### src/design/tptt_pkg.sv
// Shared types and constants for the two-phase talk timer.
package tptt_pkg;

  localparam logic [15:0] TicksReset = 16'd14648;
  localparam logic [3:0]  LevelMask  = 4'hF;

  typedef enum logic [2:0] {
    MODE_SET_TALK   = 3'd0,
    MODE_SET_QUEST  = 3'd1,
    MODE_RUN_TALK   = 3'd2,
    MODE_TALK_DONE  = 3'd3,
    MODE_RUN_QUEST  = 3'd4,
    MODE_QUEST_DONE = 3'd5
  } tptt_mode_e;

  typedef struct packed {
    logic set_press;
    logic plus_press;
    logic minus_press;
    logic tick;
  } tptt_item_t;

  typedef struct packed {
    logic [3:0] level_leds;
    logic       talk_led;
    logic       green_led;
    logic       red_led;
    logic       blue_led;
    logic [2:0] mode;
  } tptt_res_t;

endpackage

### src/design/tptt_in_if.sv
// Input channel interface: one poll of buttons and timer tick per beat.
interface tptt_in_if;
  logic valid;
  logic ready;
  logic set_press;
  logic plus_press;
  logic minus_press;
  logic tick;

  modport source (output valid, output set_press, output plus_press,
                  output minus_press, output tick, input ready);
  modport sink (input valid, input set_press, input plus_press,
                input minus_press, input tick, output ready);
endinterface

### src/design/tptt_out_if.sv
// Output channel interface: one LED pattern per beat.
interface tptt_out_if;
  logic       valid;
  logic       ready;
  logic [3:0] level_leds;
  logic       talk_led;
  logic       green_led;
  logic       red_led;
  logic       blue_led;
  logic [2:0] mode;

  modport source (output valid, output level_leds, output talk_led,
                  output green_led, output red_led, output blue_led,
                  output mode, input ready);
  modport sink (input valid, input level_leds, input talk_led,
                input green_led, input red_led, input blue_led,
                input mode, output ready);
endinterface

### src/design/tptt_in_stage.sv
// Input register stage holding one accepted poll beat.
module tptt_in_stage (
  input  logic                clk_i,
  input  logic                rst_ni,
  input  logic                valid_i,
  input  tptt_pkg::tptt_item_t item_i,
  output logic                ready_o,
  input  logic                advance_i,
  output logic                valid_o,
  output tptt_pkg::tptt_item_t item_o
);
  import tptt_pkg::*;

  logic       valid_q, valid_d;
  tptt_item_t item_q;

  assign ready_o = !valid_q || advance_i;
  assign valid_d = (valid_i && ready_o) || (valid_q && !advance_i);

  always_ff @(posedge clk_i or negedge rst_ni) begin
    if (!rst_ni) begin
      valid_q <= 1'b0;
    end else begin
      valid_q <= valid_d;
    end
  end

  always_ff @(posedge clk_i) begin
    if (valid_i && ready_o) begin
      item_q <= item_i;
    end
  end

  assign valid_o = valid_q;
  assign item_o  = item_q;
endmodule

### src/design/tptt_core.sv
// Mode sequencer, minute settings and tick/minute counters of the timer.
module tptt_core (
  input  logic                 clk_i,
  input  logic                 rst_ni,
  input  logic                 cfg_we_i,
  input  logic [15:0]          cfg_wdata_i,
  input  logic                 step_i,
  input  tptt_pkg::tptt_item_t item_i,
  output tptt_pkg::tptt_res_t  res_o
);
  import tptt_pkg::*;

  tptt_mode_e  mode_q, mode_d;
  logic [7:0]  talk_q, talk_d;
  logic [7:0]  quest_q, quest_d;
  logic [15:0] tick_q, tick_d;
  logic [7:0]  min_q, min_d;
  logic        warn_q, warn_d;
  logic [15:0] tpm_q;

  logic [7:0]  target;
  logic [15:0] tick_inc;
  logic [8:0]  min_plus1;

  function automatic logic [7:0] adjust(logic [7:0] v, logic plus, logic minus);
    logic [7:0] r;
    r = v;
    if (plus) begin
      r = v + 8'd1;
    end else if (minus && (v != 8'd0)) begin
      r = v - 8'd1;
    end
    return r;
  endfunction

  assign tick_inc = tick_q + 16'd1;

  // Next state for one poll beat.
  always_comb begin
    mode_d    = mode_q;
    talk_d    = talk_q;
    quest_d   = quest_q;
    tick_d    = tick_q;
    min_d     = min_q;
    warn_d    = warn_q;
    target    = (mode_q == MODE_RUN_QUEST) ? quest_q : talk_q;
    min_plus1 = 9'd0;
    case (mode_q)
      MODE_SET_QUEST: begin
        if (item_i.set_press) begin
          mode_d = MODE_RUN_TALK;
          tick_d = '0;
          min_d  = '0;
          warn_d = 1'b0;
        end else begin
          quest_d = adjust(quest_q, item_i.plus_press, item_i.minus_press);
        end
      end
      MODE_RUN_TALK, MODE_RUN_QUEST: begin
        if (item_i.tick) begin
          if (tick_inc == tpm_q) begin
            tick_d = '0;
            min_d  = min_q + 8'd1;
          end else begin
            tick_d = tick_inc;
          end
        end
        min_plus1 = {1'b0, min_d} + 9'd1;
        if (min_plus1 == {1'b0, target}) begin
          warn_d = 1'b1;
        end
        if (min_d >= target) begin
          mode_d = (mode_q == MODE_RUN_TALK) ? MODE_TALK_DONE : MODE_QUEST_DONE;
        end
      end
      MODE_TALK_DONE, MODE_QUEST_DONE: begin
        if (item_i.set_press) begin
          mode_d = (mode_q == MODE_TALK_DONE) ? MODE_RUN_QUEST : MODE_RUN_TALK;
          tick_d = '0;
          min_d  = '0;
          warn_d = 1'b0;
        end
      end
      default: begin
        // Set talk mode; unused codes fall back to it.
        mode_d = MODE_SET_TALK;
        if (item_i.set_press) begin
          mode_d = MODE_SET_QUEST;
        end else begin
          talk_d = adjust(talk_q, item_i.plus_press, item_i.minus_press);
        end
      end
    endcase
  end

  // LED pattern taken from the updated state.
  always_comb begin
    res_o            = '0;
    res_o.mode       = mode_d;
    res_o.level_leds = min_d[3:0] & LevelMask;
    case (mode_d)
      MODE_SET_TALK: begin
        res_o.level_leds = talk_d[3:0] & LevelMask;
        res_o.talk_led   = 1'b1;
      end
      MODE_SET_QUEST: begin
        res_o.level_leds = quest_d[3:0] & LevelMask;
      end
      MODE_RUN_TALK: begin
        res_o.talk_led  = 1'b1;
        res_o.green_led = 1'b1;
        res_o.red_led   = warn_d;
      end
      MODE_TALK_DONE: begin
        res_o.talk_led = 1'b1;
        res_o.red_led  = 1'b1;
      end
      MODE_RUN_QUEST: begin
        res_o.green_led = 1'b1;
        res_o.red_led   = warn_d;
        res_o.blue_led  = warn_d;
      end
      default: begin
        res_o.red_led = 1'b1;
      end
    endcase
  end

  always_ff @(posedge clk_i or negedge rst_ni) begin
    if (!rst_ni) begin
      mode_q  <= MODE_SET_TALK;
      talk_q  <= '0;
      quest_q <= '0;
      tick_q  <= '0;
      min_q   <= '0;
      warn_q  <= 1'b0;
    end else if (step_i) begin
      mode_q  <= mode_d;
      talk_q  <= talk_d;
      quest_q <= quest_d;
      tick_q  <= tick_d;
      min_q   <= min_d;
      warn_q  <= warn_d;
    end
  end

  always_ff @(posedge clk_i or negedge rst_ni) begin
    if (!rst_ni) begin
      tpm_q <= TicksReset;
    end else if (cfg_we_i) begin
      tpm_q <= cfg_wdata_i;
    end
  end
endmodule

### src/design/tptt_out_fifo.sv
// Two-entry result buffer that decouples the core from output back-pressure.
module tptt_out_fifo (
  input  logic                clk_i,
  input  logic                rst_ni,
  input  logic                push_i,
  input  tptt_pkg::tptt_res_t data_i,
  output logic                space_o,
  output logic                valid_o,
  input  logic                ready_i,
  output tptt_pkg::tptt_res_t data_o
);
  import tptt_pkg::*;

  tptt_res_t  mem_q [2];
  logic       wr_ptr_q, wr_ptr_d;
  logic       rd_ptr_q, rd_ptr_d;
  logic [1:0] cnt_q, cnt_d;
  logic       pop;

  assign space_o = (cnt_q != 2'd2);
  assign valid_o = (cnt_q != 2'd0);
  assign pop     = valid_o && ready_i;
  assign data_o  = mem_q[rd_ptr_q];

  assign wr_ptr_d = push_i ? ~wr_ptr_q : wr_ptr_q;
  assign rd_ptr_d = pop ? ~rd_ptr_q : rd_ptr_q;

  always_comb begin
    cnt_d = cnt_q;
    if (push_i && !pop) begin
      cnt_d = cnt_q + 2'd1;
    end else if (pop && !push_i) begin
      cnt_d = cnt_q - 2'd1;
    end
  end

  always_ff @(posedge clk_i or negedge rst_ni) begin
    if (!rst_ni) begin
      wr_ptr_q <= 1'b0;
      rd_ptr_q <= 1'b0;
      cnt_q    <= 2'd0;
    end else begin
      wr_ptr_q <= wr_ptr_d;
      rd_ptr_q <= rd_ptr_d;
      cnt_q    <= cnt_d;
    end
  end

  always_ff @(posedge clk_i) begin
    if (push_i) begin
      mem_q[wr_ptr_q] <= data_i;
    end
  end
endmodule

### src/design/two_phase_talk_timer.sv
// A poll beat held in the input register updates the mode and counters and is pushed into
// the result buffer at the same edge, once the buffer has space; it is offered from there.
// Throughput: one poll beat per cycle while the result buffer has space; the mode and
// counter update between the input register and the two-entry result buffer sets this figure.
// Input ready drops only when the input register and both buffer entries are full.
// Reset (asynchronous, active low) clears mode, settings, counters and buffers,
// and loads ticks_per_minute with 14648.
module two_phase_talk_timer (
  input  logic              clk_i,
  input  logic              rst_ni,
  input  logic              cfg_we_i,
  input  logic [15:0]       cfg_wdata_i,
  tptt_in_if.sink           in_i,
  tptt_out_if.source        out_o
);
  import tptt_pkg::*;

  tptt_item_t in_item;
  tptt_item_t s1_item;
  logic       s1_valid;
  logic       fifo_space;
  logic       step;
  tptt_res_t  core_res;
  tptt_res_t  out_res;

  assign in_item.set_press   = in_i.set_press;
  assign in_item.plus_press  = in_i.plus_press;
  assign in_item.minus_press = in_i.minus_press;
  assign in_item.tick        = in_i.tick;

  assign step = s1_valid && fifo_space;

  tptt_in_stage u_in_stage (
    .clk_i     (clk_i),
    .rst_ni    (rst_ni),
    .valid_i   (in_i.valid),
    .item_i    (in_item),
    .ready_o   (in_i.ready),
    .advance_i (step),
    .valid_o   (s1_valid),
    .item_o    (s1_item)
  );

  tptt_core u_core (
    .clk_i       (clk_i),
    .rst_ni      (rst_ni),
    .cfg_we_i    (cfg_we_i),
    .cfg_wdata_i (cfg_wdata_i),
    .step_i      (step),
    .item_i      (s1_item),
    .res_o       (core_res)
  );

  tptt_out_fifo u_out_fifo (
    .clk_i   (clk_i),
    .rst_ni  (rst_ni),
    .push_i  (step),
    .data_i  (core_res),
    .space_o (fifo_space),
    .valid_o (out_o.valid),
    .ready_i (out_o.ready),
    .data_o  (out_res)
  );

  assign out_o.level_leds = out_res.level_leds;
  assign out_o.talk_led   = out_res.talk_led;
  assign out_o.green_led  = out_res.green_led;
  assign out_o.red_led    = out_res.red_led;
  assign out_o.blue_led   = out_res.blue_led;
  assign out_o.mode       = out_res.mode;
endmodule

### src/flat_wrapper.sv
// flat-port wrapper written by rule: the top's interface ports become plain ports
module two_phase_talk_timer_flat import tptt_pkg::*;
  (clk_i, rst_ni, cfg_we_i, cfg_wdata_i, in_i_valid, in_i_set_press, in_i_plus_press, in_i_minus_press, in_i_tick, in_i_ready, out_o_valid, out_o_level_leds, out_o_talk_led, out_o_green_led, out_o_red_led, out_o_blue_led, out_o_mode, out_o_ready);
  tptt_in_if in_i_i ();
  tptt_out_if out_o_i ();
  input  logic clk_i;
  input  logic rst_ni;
  input  logic cfg_we_i;
  input  logic [15:0] cfg_wdata_i;
  input wire logic [$bits(in_i_i.valid)-1:0] in_i_valid;
  input wire logic [$bits(in_i_i.set_press)-1:0] in_i_set_press;
  input wire logic [$bits(in_i_i.plus_press)-1:0] in_i_plus_press;
  input wire logic [$bits(in_i_i.minus_press)-1:0] in_i_minus_press;
  input wire logic [$bits(in_i_i.tick)-1:0] in_i_tick;
  output wire logic [$bits(in_i_i.ready)-1:0] in_i_ready;
  output wire logic [$bits(out_o_i.valid)-1:0] out_o_valid;
  output wire logic [$bits(out_o_i.level_leds)-1:0] out_o_level_leds;
  output wire logic [$bits(out_o_i.talk_led)-1:0] out_o_talk_led;
  output wire logic [$bits(out_o_i.green_led)-1:0] out_o_green_led;
  output wire logic [$bits(out_o_i.red_led)-1:0] out_o_red_led;
  output wire logic [$bits(out_o_i.blue_led)-1:0] out_o_blue_led;
  output wire logic [$bits(out_o_i.mode)-1:0] out_o_mode;
  input wire logic [$bits(out_o_i.ready)-1:0] out_o_ready;
  assign in_i_i.valid = in_i_valid;
  assign in_i_i.set_press = in_i_set_press;
  assign in_i_i.plus_press = in_i_plus_press;
  assign in_i_i.minus_press = in_i_minus_press;
  assign in_i_i.tick = in_i_tick;
  assign in_i_ready = in_i_i.ready;
  assign out_o_valid = out_o_i.valid;
  assign out_o_level_leds = out_o_i.level_leds;
  assign out_o_talk_led = out_o_i.talk_led;
  assign out_o_green_led = out_o_i.green_led;
  assign out_o_red_led = out_o_i.red_led;
  assign out_o_blue_led = out_o_i.blue_led;
  assign out_o_mode = out_o_i.mode;
  assign out_o_i.ready = out_o_ready;
  two_phase_talk_timer u_core (.clk_i(clk_i), .rst_ni(rst_ni), .cfg_we_i(cfg_we_i), .cfg_wdata_i(cfg_wdata_i), .in_i(in_i_i), .out_o(out_o_i));
endmodule
### config.mk
export PLATFORM = sky130hd
export DESIGN_NAME = two_phase_talk_timer_flat
export DESIGN_NICKNAME = d
export VERILOG_FILES = /design/src/design/tptt_pkg.sv /design/src/design/tptt_in_if.sv /design/src/design/tptt_out_if.sv /design/src/design/tptt_in_stage.sv /design/src/design/tptt_core.sv /design/src/design/tptt_out_fifo.sv /design/src/design/two_phase_talk_timer.sv /design/src/flat_wrapper.sv
export SDC_FILE = /design/constraint.sdc
export NUM_CORES = 1
export LEC_CHECK = 0
export ABC_AREA = 0
export BUFFER_PORTS_ARGS = -buffer_cell sky130_fd_sc_hd__buf_2
export CORE_AREA = 2 2 119 121
export DETAILED_ROUTE_END_ITERATION = 6
export DIE_AREA = 0 0 121 123
export PLACE_DENSITY = 0.6
export SYNTH_ARGS = -nofsm -noshare
export SYNTH_HDL_FRONTEND = slang
export SYNTH_SLANG_ARGS = --single-unit
export TNS_END_PERCENT = 5
### constraint.sdc
create_clock -name clk_i -period 3.9 [get_ports clk_i]
set_input_delay 0.585 -clock clk_i [delete_from_list [all_inputs] [get_ports clk_i]]
set_output_delay 0.585 -clock clk_i [all_outputs]
set_load 0.02 [all_outputs]
==> run_results.csv, run 1 <==
group,metric,value,unit
cts,htree_levels,3,
sta,hold_ws,400,ps
worst_setup_path,arrival,4190,ps
pwr,combPwrFrac,46.0,%
floorplanning,core_area,13600,sq um
worst_setup_path,cp-start-kind,"register",
drt,drtIter0Drc,256,
cells_and_area,stdcell_area,7430,sq um
drt,drc,0,
placed_design,portBuffers,37,
placed_design,gp_congestion,0.902,
placed_design,place_hpwl,10400,um
cts,cts_tree,"done",
synth,yosys_most_used_dff,"dfrtp_1",
drt,wl_per_cell,16.5,um
pwr,p_sw_share,40.5,%
drt,routed_wl,14700,um
cts,cts-root-buf,"clkbuf_16",
drt,ant_nets,0,
synth,synth_edf_count,26,
cts,insertion_delay,350,ps
synth,ys_seq_area_share,40.3,%
cells_and_area,final_nets,749,
sta,fin_ws,-191,ps
global_routing,grt_usage,20.3,%
floorplanning,dieWidth,121,um
global_routing,grt_max_degree,44,
cts,cts.sinks,91,
drt,first_pass_iters,5,
worst_setup_path,cp-end-kind,"register",
pwr,p_total,4610,uW
synth,synth.distinct_cells,78,
sta,setup_viol,14,
sta,slew_viol_final,0,
worst_setup_path,cp_max_fo,6,
floorplanning,initial_core_util,44.0,%
sta,rsz0062_at_grt,"yes",
cts,cts_hold_buf,0,
sta,hold_viol,0,
min_path,hp-class,"in2async",
sta,skew,11.6,ps
status,run_status,"finished with violations",
cells_and_area,synthToLayoutAreaGrowth,24.0,%
sta,tns,-1650,ps
sta,fmax,244,MHz
placed_design,placed_area,6740,sq um
cells_and_area,drive_gt1_share,31.6,%
global_routing,antenna_found_initial,0,
cts,clockBufferDepth,2,
cells_and_area,layout_commonest_cell,"buf_4",
status,violations,"setup timing",
drt,via_count,4956,
global_routing,grt_pass1_wl,23800,um
pwr,clock_power_share,19.8,%
cells_and_area,finalNonFillerCells,892,
sta,period_needed,4090,ps
pwr,p_leak,0.00312,uW
cts,cts.clk_slew.worst_paths,70,ps
synth,ys_warn_count,0,
sta,min_period_over_period,105,%
floorplanning,core.rowCount,43,
cells_and_area,fill_cells,1228,
synth,synth_area,6000,sq um
job,drv_cap,0,
synth,postSynthCellCount,616,
floorplanning,dieArea,14900,sq um
sta,slew_headroom,33.3,%
floorplanning,die_h,123,um
cts,cts_buffers,9,
placed_design,place_inst,858,
cells_and_area,diodes,0,
drt,routed_via_density,5.56,
pwr,seq_power_share,34.2,%
synth,ys_ff_latch,91,
synth,syn_area_per_cell,9.73,sq um
pwr,cellPowerDensity,620,nW/um^2
synth,synth_nets,658,
global_routing,first_global_vias,4783,
synth,synthArstFlopShare,71.4,%
pwr,peakVddDrop,0.259,mV
floorplanning,ioPinCount,38,
pwr,internal_power,2740,uW
worst_setup_path,required,4000,ps
pwr,switchingPower,1860,uW
sta,worst_pin_slew,1000,ps
global_routing,overflow,0,
cells_and_area,final_cell_mix,"buf_4, dfrtp_1, nand2_1",
worst_setup_path,critPathKind,"reg2reg",
[logic make-up (layout without fill, tap and decap cells)]
kind of cell	Yosys count	count (layout)	synth area share, %
AOI/OAI and AO/OA	136	136	14.8
xor gates and xnor gates	61	61	9.50
adders and majority gates	17	17	3.55
buffers and inverters	55	151	3.88
DFF	91	91	40.3
muxes	45	45	8.14
and+or+nand+nor	211	211	19.9
[final timing paths]
path                                    startpoint                        endpoint  slack (ps)  cells past startpoint
min in group clk_i                in_i_minus_press     u_core.u_in_stage.item_o[1]         410                      1
max                        u_core.u_core.tick_q[1]  u_core.u_out_fifo.mem_q[0][10]        -190                     18
max in group asynchronous                   rst_ni         u_core.u_core.talk_q[0]        2600                      2
min reg2reg                u_core.u_core.talk_q[7]         u_core.u_core.talk_q[7]         500                      1
max reg2reg                u_core.u_core.tick_q[1]  u_core.u_out_fifo.mem_q[0][10]        -190                     18
min                                         rst_ni          u_core.u_core.tpm_q[0]         400                      1
[power by group through the flow]
stage	Combinational, uW	Clock (uW)	Sequential, uW
final	2120	914	1580
after detailed placement	1900	0	1590
after global placement	1860	0	1580
after global routing	2320	974	1610
after CTS	1960	929	1570
after floorplan	1490	0	1440
[critical path: stages, from the launching register on]
cell	delay, ps
dfrtp_1	410
ha_4	190
and4_4	160
a222oi_1	270
o21bai_1	160
nand4b_1	210
or4_4	510
nor3_4	230
nand3_2	110
xnor2_1	140
ha_1	320
o21ai_2	80
nor3_4	150
o211ai_1	110
o21a_2	260
o2111ai_4	130
buf_6	150
nand2_2	30
o21a_1	190
[cells in the mapped netlist (all sizes together) (3+ instances only)]
cell | n | area, sq um
a31oi | 6 | 37.5
a221o | 3 | 30.0
nand4 | 14 | 118
or4 | 5 | 41.3
nor3b | 5 | 42.5
edfxtp | 26 | 781
xor2 | 20 | 175
o41ai | 3 | 26.3
nor4 | 10 | 98.8
nand4b | 4 | 35.0
inv | 19 | 71.3
nand2 | 55 | 206
buf | 10 | 62.6
and3 | 7 | 43.8
nand2b | 15 | 93.8
clkbuf | 26 | 98.8
nand3 | 18 | 103
nor2 | 38 | 158
o211ai | 4 | 35.0
a21oi | 21 | 105
nor3 | 13 | 70.1
and2 | 8 | 50.1
dfstp | 7 | 184
mux2 | 30 | 338
o21ai | 54 | 270
nor2b | 4 | 25.0
a21o | 6 | 45.0
xnor2 | 39 | 349
mux2i | 15 | 150
ha | 17 | 213
dfrtp | 58 | 1450
o31ai | 13 | 97.6
or3 | 7 | 43.8
o21a | 3 | 23.8
[registers in the layout, summed over array words and instances, names as in the netlist]
signal	flops
u_core.u_core.min_q	8
u_core.u_core.mode_q	3
u_core.u_core.quest_q	8
u_core.u_core.talk_q	8
u_core.u_core.tick_q	16
u_core.u_core.tpm_q	16
u_core.u_core.warn_q	1
u_core.u_in_stage.item_o	4
u_core.u_in_stage.valid_o	1
u_core.u_out_fifo.cnt_q	2
u_core.u_out_fifo.mem_q	22
u_core.u_out_fifo.rd_ptr_q	1
u_core.u_out_fifo.wr_ptr_q	1
[area by class of cell]
| cell class | instances | area, sq um | share of cell area [%] |
|---|---|---|---|
| multi-input combinational | 470 | 3610 | 48.6 |
| sequential | 91 | 2420 | 32.6 |
| timing repair buffer | 116 | 797 | 10.7 |
| clock buffer | 10 | 239 | 3.22 |
| tap | 180 | 225 | 3.03 |
| clock inverter | 6 | 71.3 | 0.960 |
| inverter | 19 | 71.3 | 0.960 |
[through the flow]
stage	util (%)	setup slack, ps
after floorplan	-	-45.3
after detailed placement	49.5	-189
after CTS	52.7	-83.5
final	54.6	-191
after global placement	49.5	-150
after global routing	54.6	-362
[what timing repair did]
item | in CTS | in global routing
pin swaps | 12 | 32
setup endpoints to repair | 15 | 18
cloned | 0 | 0
setup buffers | 7 | 13
gates resized for setup | 15 | 34
[routing by layer]
metal / up-vias / wire length [um] / GRT usage (%)
met1: 2405 / 6300 / 24.8
met3: 20 / 542 / 2.91
met5: - / 0 / 0
met2: 116 / 7610 / 36.0
met4: 0 / 289 / 7.99
li1: 2415 / - / -
(Power assumes the default switching activity.)
==> inputs of run 2 (changes only) <==
Settings changed: MAX_ROUTING_LAYER from default to met4, PLACE_DENSITY 0.6 to 0.63.
==> run 2 against run 1 <==
Register-to-register slack better by 140 ps. Hold slack worse by 120 ps. Die area unchanged. Clock power is 4.7% lower. Cell count fell by 1.6%. Power shrank 5.2%. Clock skew hardly changed. The flow still finishes with violations (setup timing). Largest cell class unchanged.
==> run_results.csv, run 2 (synthesis gave the netlist of run 1 again) <==
group,metric,value,unit
cts,cts_tree,"done",
sta,setup_viol,10,
cts,cts.sinks,91,
worst_setup_path,rr_startpoint,"u_core.u_core.tick_q[0]",
worst_setup_path,cp_max_fo,8,
sta,fin_ws,-50.9,ps
placed_design,gp_congestion,0.930,
drt,first_pass_iters,5,
job,drv_cap,0,
floorplanning,dieWidth,121,um
global_routing,grt_usage,21.1,%
placed_design,dpl_worst_slack,-154,ps
worst_setup_path,worstSetupStartpoint,"u_core.u_core.tick_q[0]",
floorplanning,core_area,13600,sq um
worst_setup_path,endpoint,"u_core.u_out_fifo.mem_q[1][8]",
cts,htree_levels,3,
drt,routed_wl,14400,um
placed_design,place_hpwl,10900,um
cells_and_area,largest_reg_flops,22,
cells_and_area,synthToLayoutAreaGrowth,19.3,%
worst_setup_path,rrSetupSlack,-50,ps
pwr,peakVddDrop,0.292,mV
min_path,hp-class,"in2async",
worst_setup_path,required,4100,ps
cts,insertion_delay,350,ps
global_routing,first_global_vias,4792,
status,run_status,"finished with violations",
sta,worst_pin_slew,949,ps
worst_setup_path,cp-end-kind,"register",
worst_setup_path,cp-start-kind,"register",
cells_and_area,reg_top3,"u_core.u_out_fifo.mem_q x22, u_core.u_core.tick_q x16, u_core.u_core.tpm_q x16",
cells_and_area,regArea,2420,sq um
cts,cts-root-buf,"clkbuf_16",
cells_and_area,top_register,"u_core.u_out_fifo.mem_q",
sta,hold_viol,0,
floorplanning,core.rowCount,43,
sta,min_period_over_period,101,%
worst_setup_path,arrival,4150,ps
global_routing,antenna_found_initial,0,
drt,drc,0,
sta,skew,12.0,ps
cells_and_area,final_nets,735,
drt,wl_per_cell,16.4,um
cells_and_area,drive_gt1_share,27.4,%
cells_and_area,fill_cells,1247,
placed_design,place_inst,859,
placed_design,placed_area,6760,sq um
pwr,cellPowerDensity,610,nW/um^2
cells_and_area,layout_commonest_cell,"buf_4",
global_routing,overflow,0,
floorplanning,ioPinCount,38,
sta,slew_viol_final,0,
floorplanning,die_h,123,um
cells_and_area,finalNonFillerCells,878,
drt,via_count,4954,
status,violations,"setup timing",
cts,cts_buffers,9,
global_routing,grt_max_degree,36,
worst_setup_path,r2r_cells,17,
cells_and_area,stdcell_area,7160,sq um
worst_setup_path,critPathKind,"reg2reg",
floorplanning,dieArea,14900,sq um
worst_setup_path,timing.rr.end,"u_core.u_out_fifo.mem_q[1][8]",
cts,cts.clk_slew.worst_paths,70,ps
pwr,p_leak,0.00299,uW
drt,routed_via_density,5.64,
cells_and_area,multi_input_area,3470,sq um
cells_and_area,final_cell_mix,"buf_4, nand2_1, dfrtp_1",
placed_design,portBuffers,37,
sta,tns,-215,ps
sta,slew_headroom,36.5,%
drt,drtIter0Drc,312,
floorplanning,initial_core_util,44.0,%
drt,ant_nets,0,
sta,period_needed,3950,ps
cells_and_area,diodes,0,
sta,hold_ws,280,ps
cts,clockBufferDepth,2,
sta,fmax,253,MHz
sta,rsz0062_at_grt,"yes",
global_routing,grt_pass1_wl,24100,um
cts,cts_hold_buf,0,
[run 2: cell types whose count changed in the layout (fill, tap and decap cells not counted), moves of 3 or more]
cell	change
buf_4	-9
ha_4	-4
ha_1	+3
buf_6	-5
nand3_1	+3
[run 2: worst min path at each step]
stage                                     startpoint                          to  slack [ps]  cells past startpoint
after floorplan                               rst_ni      u_core.u_core.min_q[0]         290                      0
after global placement    u_core.u_out_fifo.cnt_q[1]  u_core.u_out_fifo.cnt_q[1]         490                      1
after detailed placement     u_core.u_core.talk_q[7]     u_core.u_core.talk_q[7]         500                      1
after CTS                                     rst_ni     u_core.u_core.tpm_q[10]         300                      1
after global routing                          rst_ni     u_core.u_core.tpm_q[14]         350                      1
final                                         rst_ni     u_core.u_core.tpm_q[10]         280                      1
[run 2: report_power, final]
group	internal [uW]	switching (uW)
Sequential	1310	282
Combinational	807	1100
Clock	495	377
Total	2610	1760
[run 2: metal layers]
metal	track usage (%)	routed length (um)	vias to the layer above
li1	-	-	2400
met4	8.58	388	0
met1	26.0	6230	2385
met5	-	0	-
met2	35.2	7110	144
met3	3.14	707	25
[run 2: what timing repair did]
item,4_1_cts,5_1_grt
setup endpoints to repair,12,17
resized for setup,13,8
pin swaps,10,5
cloned,0,0
buffers inserted,4,0
[run 2: through the flow]
stage	power, uW	utilization [%]
after global routing	4680	52.6
final	4370	52.6
after global placement	3410	49.7
after detailed placement	3460	49.7
after floorplan	2930	-
after CTS	4380	52.2
[run 2: layout make-up]
cell class              count  share of cell area (%)
clock buffers               9                    3.15
clock inverters             7                   0.927
inverters                  19                   0.997
multi-input cells         470                    48.5
flip-flops and latches     91                    33.9
well taps                 180                    3.15
repair buffers            102                    9.41
[run 2: critical path, stage by stage (launching register included)]
cell and delay [ps]:
dfrtp_2 420, ha_4 180, nand4_4 100, nor3_4 60, or3_1 350, a221o_1 360, nor3b_2 200, and2_4 240
xor2_2 160, inv_1 60, ha_1 280, nand2b_4 140, a311o_1 260, a21oi_1 160, o21a_2 180, o2111ai_4 170
mux2_4 340, o21ai_2 120
==> inputs of run 3 (changes only) <==
Settings changed: RECOVER_POWER from default to 50.
==> run 3 against run 2 <==
The flow finishes with violations (capacitance limit, slew limit, setup timing). Hold slack improved by 130 ps. Core utilization is 0.083 points lower. Sequential share of layout area rose by 0.053 points. Design area is 0.16% lower. Sequential cell count stayed put. Critical endpoint unchanged. Largest cell class unchanged.
==> run_results.csv, run 3 (synthesis gave the netlist of run 1 again) <==
group,metric,value,unit
global_routing,top_usage_layer,"met2",
worst_setup_path,cp_max_fo,8,
worst_setup_path,r2r_cells,17,
floorplanning,core_area,13600,sq um
sta,skew,12.0,ps
placed_design,portBuffers,37,
cells_and_area,final_util,52.5,%
job,drv_cap,1,
cells_and_area,final_nets,735,
global_routing,grtUsageMet3,3.14,%
cells_and_area,final_cell_mix,"buf_4, nand2_1, dfrtp_1",
worst_setup_path,crit_family,"compound AO/OA/AOI/OAI gates",
cts,cts.clk_slew.worst_paths,70,ps
sta,tns,-224,ps
status,run_status,"finished with violations",
drt,wl_per_cell,16.5,um
worst_setup_path,cp_slowest_cell,"dfrtp_2",
sta,slew_headroom,-13.8,%
worst_setup_path,cp-start-kind,"register",
floorplanning,die_h,123,um
worst_setup_path,endpoint,"u_core.u_out_fifo.mem_q[1][8]",
worst_setup_path,worstSetupPathDepth,17,
sta,fmax,253,MHz
global_routing,use_met2,35.2,%
drt,routed_wl,14400,um
cells_and_area,diodes,0,
global_routing,grt_use_met1,26.0,%
drt,ant_nets,0,
sta,min_period_over_period,101,%
pwr,peakVddDrop,0.292,mV
cells_and_area,layout_commonest_cell,"buf_4",
sta,fin_ws,-51.5,ps
status,violations,"capacitance limit, slew limit, setup timing",
worst_setup_path,required,4100,ps
sta,rsz0062_at_grt,"yes",
worst_setup_path,arrival,4150,ps
floorplanning,dieWidth,121,um
drt,routed_via_density,5.65,
worst_setup_path,slowest_delay,420,ps
placed_design,gp_congestion,0.930,
global_routing,overflow,0,
worst_setup_path,rrSetupSlack,-50,ps
cts,htree_levels,3,
sta,hold_viol,0,
sta,period_needed,3950,ps
cts,insertion_delay,350,ps
global_routing,grt_usage,21.1,%
drt,drc,0,
cts,clockBufferDepth,2,
global_routing,first_global_vias,4792,
worst_setup_path,critPathKind,"reg2reg",
placed_design,place_hpwl,10900,um
cts,cts.sinks,91,
sta,setup_viol,10,
cells_and_area,drive_gt1_share,26.6,%
cts,cts_tree,"done",
cells_and_area,synthToLayoutAreaGrowth,19.2,%
floorplanning,core.rowCount,43,
drt,first_pass_iters,5,
cells_and_area,largest_reg_flops,22,
drt,drtIter0Drc,312,
worst_setup_path,cp_num_buf_inv,1,
cts,cts_buffers,9,
sta,slew_viol_final,32,
worst_setup_path,worstSetupStartpoint,"u_core.u_core.tick_q[0]",
floorplanning,dieArea,14900,sq um
global_routing,grt_max_degree,36,
floorplanning,ioPinCount,38,
pwr,p_leak,0.00298,uW
cells_and_area,top_register,"u_core.u_out_fifo.mem_q",
worst_setup_path,cp-end-kind,"register",
worst_setup_path,rr_startpoint,"u_core.u_core.tick_q[0]",
sta,worst_pin_slew,1710,ps
global_routing,grt_pass1_wl,24100,um
drt,via_count,4962,
cts,cts-root-buf,"clkbuf_16",
global_routing,antenna_found_initial,0,
worst_setup_path,path_cells,"ha_4 -> nand4_4 -> nor3_4 -> or3_1 -> a221o_1 -> nor3b_2 -> and2_4 -> xor2_2 -> inv_1 -> ha_1 -> nand2b_4 -> a311o_1 -> a21oi_1 -> o21a_2 -> o2111ai_4 -> mux2_4 -> o21ai_2",
cells_and_area,reg_top3,"u_core.u_out_fifo.mem_q x22, u_core.u_core.tick_q x16, u_core.u_core.tpm_q x16",
worst_setup_path,timing.rr.end,"u_core.u_out_fifo.mem_q[1][8]",
pwr,cellPowerDensity,611,nW/um^2
floorplanning,initial_core_util,44.0,%
min_path,hp-class,"in2reg",
run 3: cell count changes in the layout (fill, tap and decap cells not counted), sizes merged:
cell,change
buf,-6
clkbuf,+6
run 3: final cells by class:
type	count	area (sq um)
multi-input combinational	470	3470
sequential	91	2420
timing repair buffer	102	662
tap	180	225
clock buffer	9	225
clock inverter	7	66.3
inverter	19	71.3
fill	1249	6470
run 3: metrics by stage:
| stage | setup WS [ps] | cells | cell area, sq um | hold slack, ps | power (uW) |
|---|---|---|---|---|---|
| final | -51.5 | 878 | 7140 | 413 | 4360 |
| after floorplan | -45.3 | 616 | 6040 | 289 | 2930 |
| after CTS | -44.1 | 878 | 7110 | 304 | 4380 |
| after global placement | -128 | 859 | 6760 | 492 | 3410 |
| after detailed placement | -154 | 859 | 6760 | 503 | 3460 |
| after global routing | -256 | 878 | 7140 | 413 | 4670 |
run 3: metal layers:
layer,share of wire (%),wire length (um)
met1,43,6260
met2,49,7110
met3,4.7,686
met4,2.7,388
met5,0,0
run 3: where the power goes:
part           switching [uW]  internal, uW
clock network             376           495
registers                 282          1310
logic                    1100           802
total                    1760          2600
run 3: worst min-delay path by stage:
stage	depth (start not counted)	from	slack (ps)	end
floorplan	0	rst_ni	290	u_core.u_core.min_q[0]
global placement	1	u_core.u_out_fifo.cnt_q[1]	490	u_core.u_out_fifo.cnt_q[1]
detailed placement	1	u_core.u_core.talk_q[7]	500	u_core.u_core.talk_q[7]
CTS	1	rst_ni	300	u_core.u_core.tpm_q[10]
global route	1	in_i_set_press	410	u_core.u_in_stage.item_o[3]
finish	1	in_i_set_press	410	u_core.u_in_stage.item_o[3]
run 3: worst reg2reg max path, stage by stage, from the launching register on:
cell and delay (ps):
dfrtp_2 420, ha_4 180, nand4_4 100, nor3_4 60
or3_1 350, a221o_1 360, nor3b_2 200, and2_4 240
xor2_2 160, inv_1 60, ha_1 280, nand2b_4 140
a311o_1 260, a21oi_1 160, o21a_2 180, o2111ai_4 170
mux2_4 350, o21ai_2 120
run 3: repair_timing:
item                                    CTS  global route
endpoints found under the setup margin   12            17
buffers inserted                          4             0
pin swaps                                10             5
gates resized for setup                  13             8
hold buffers                              0             0
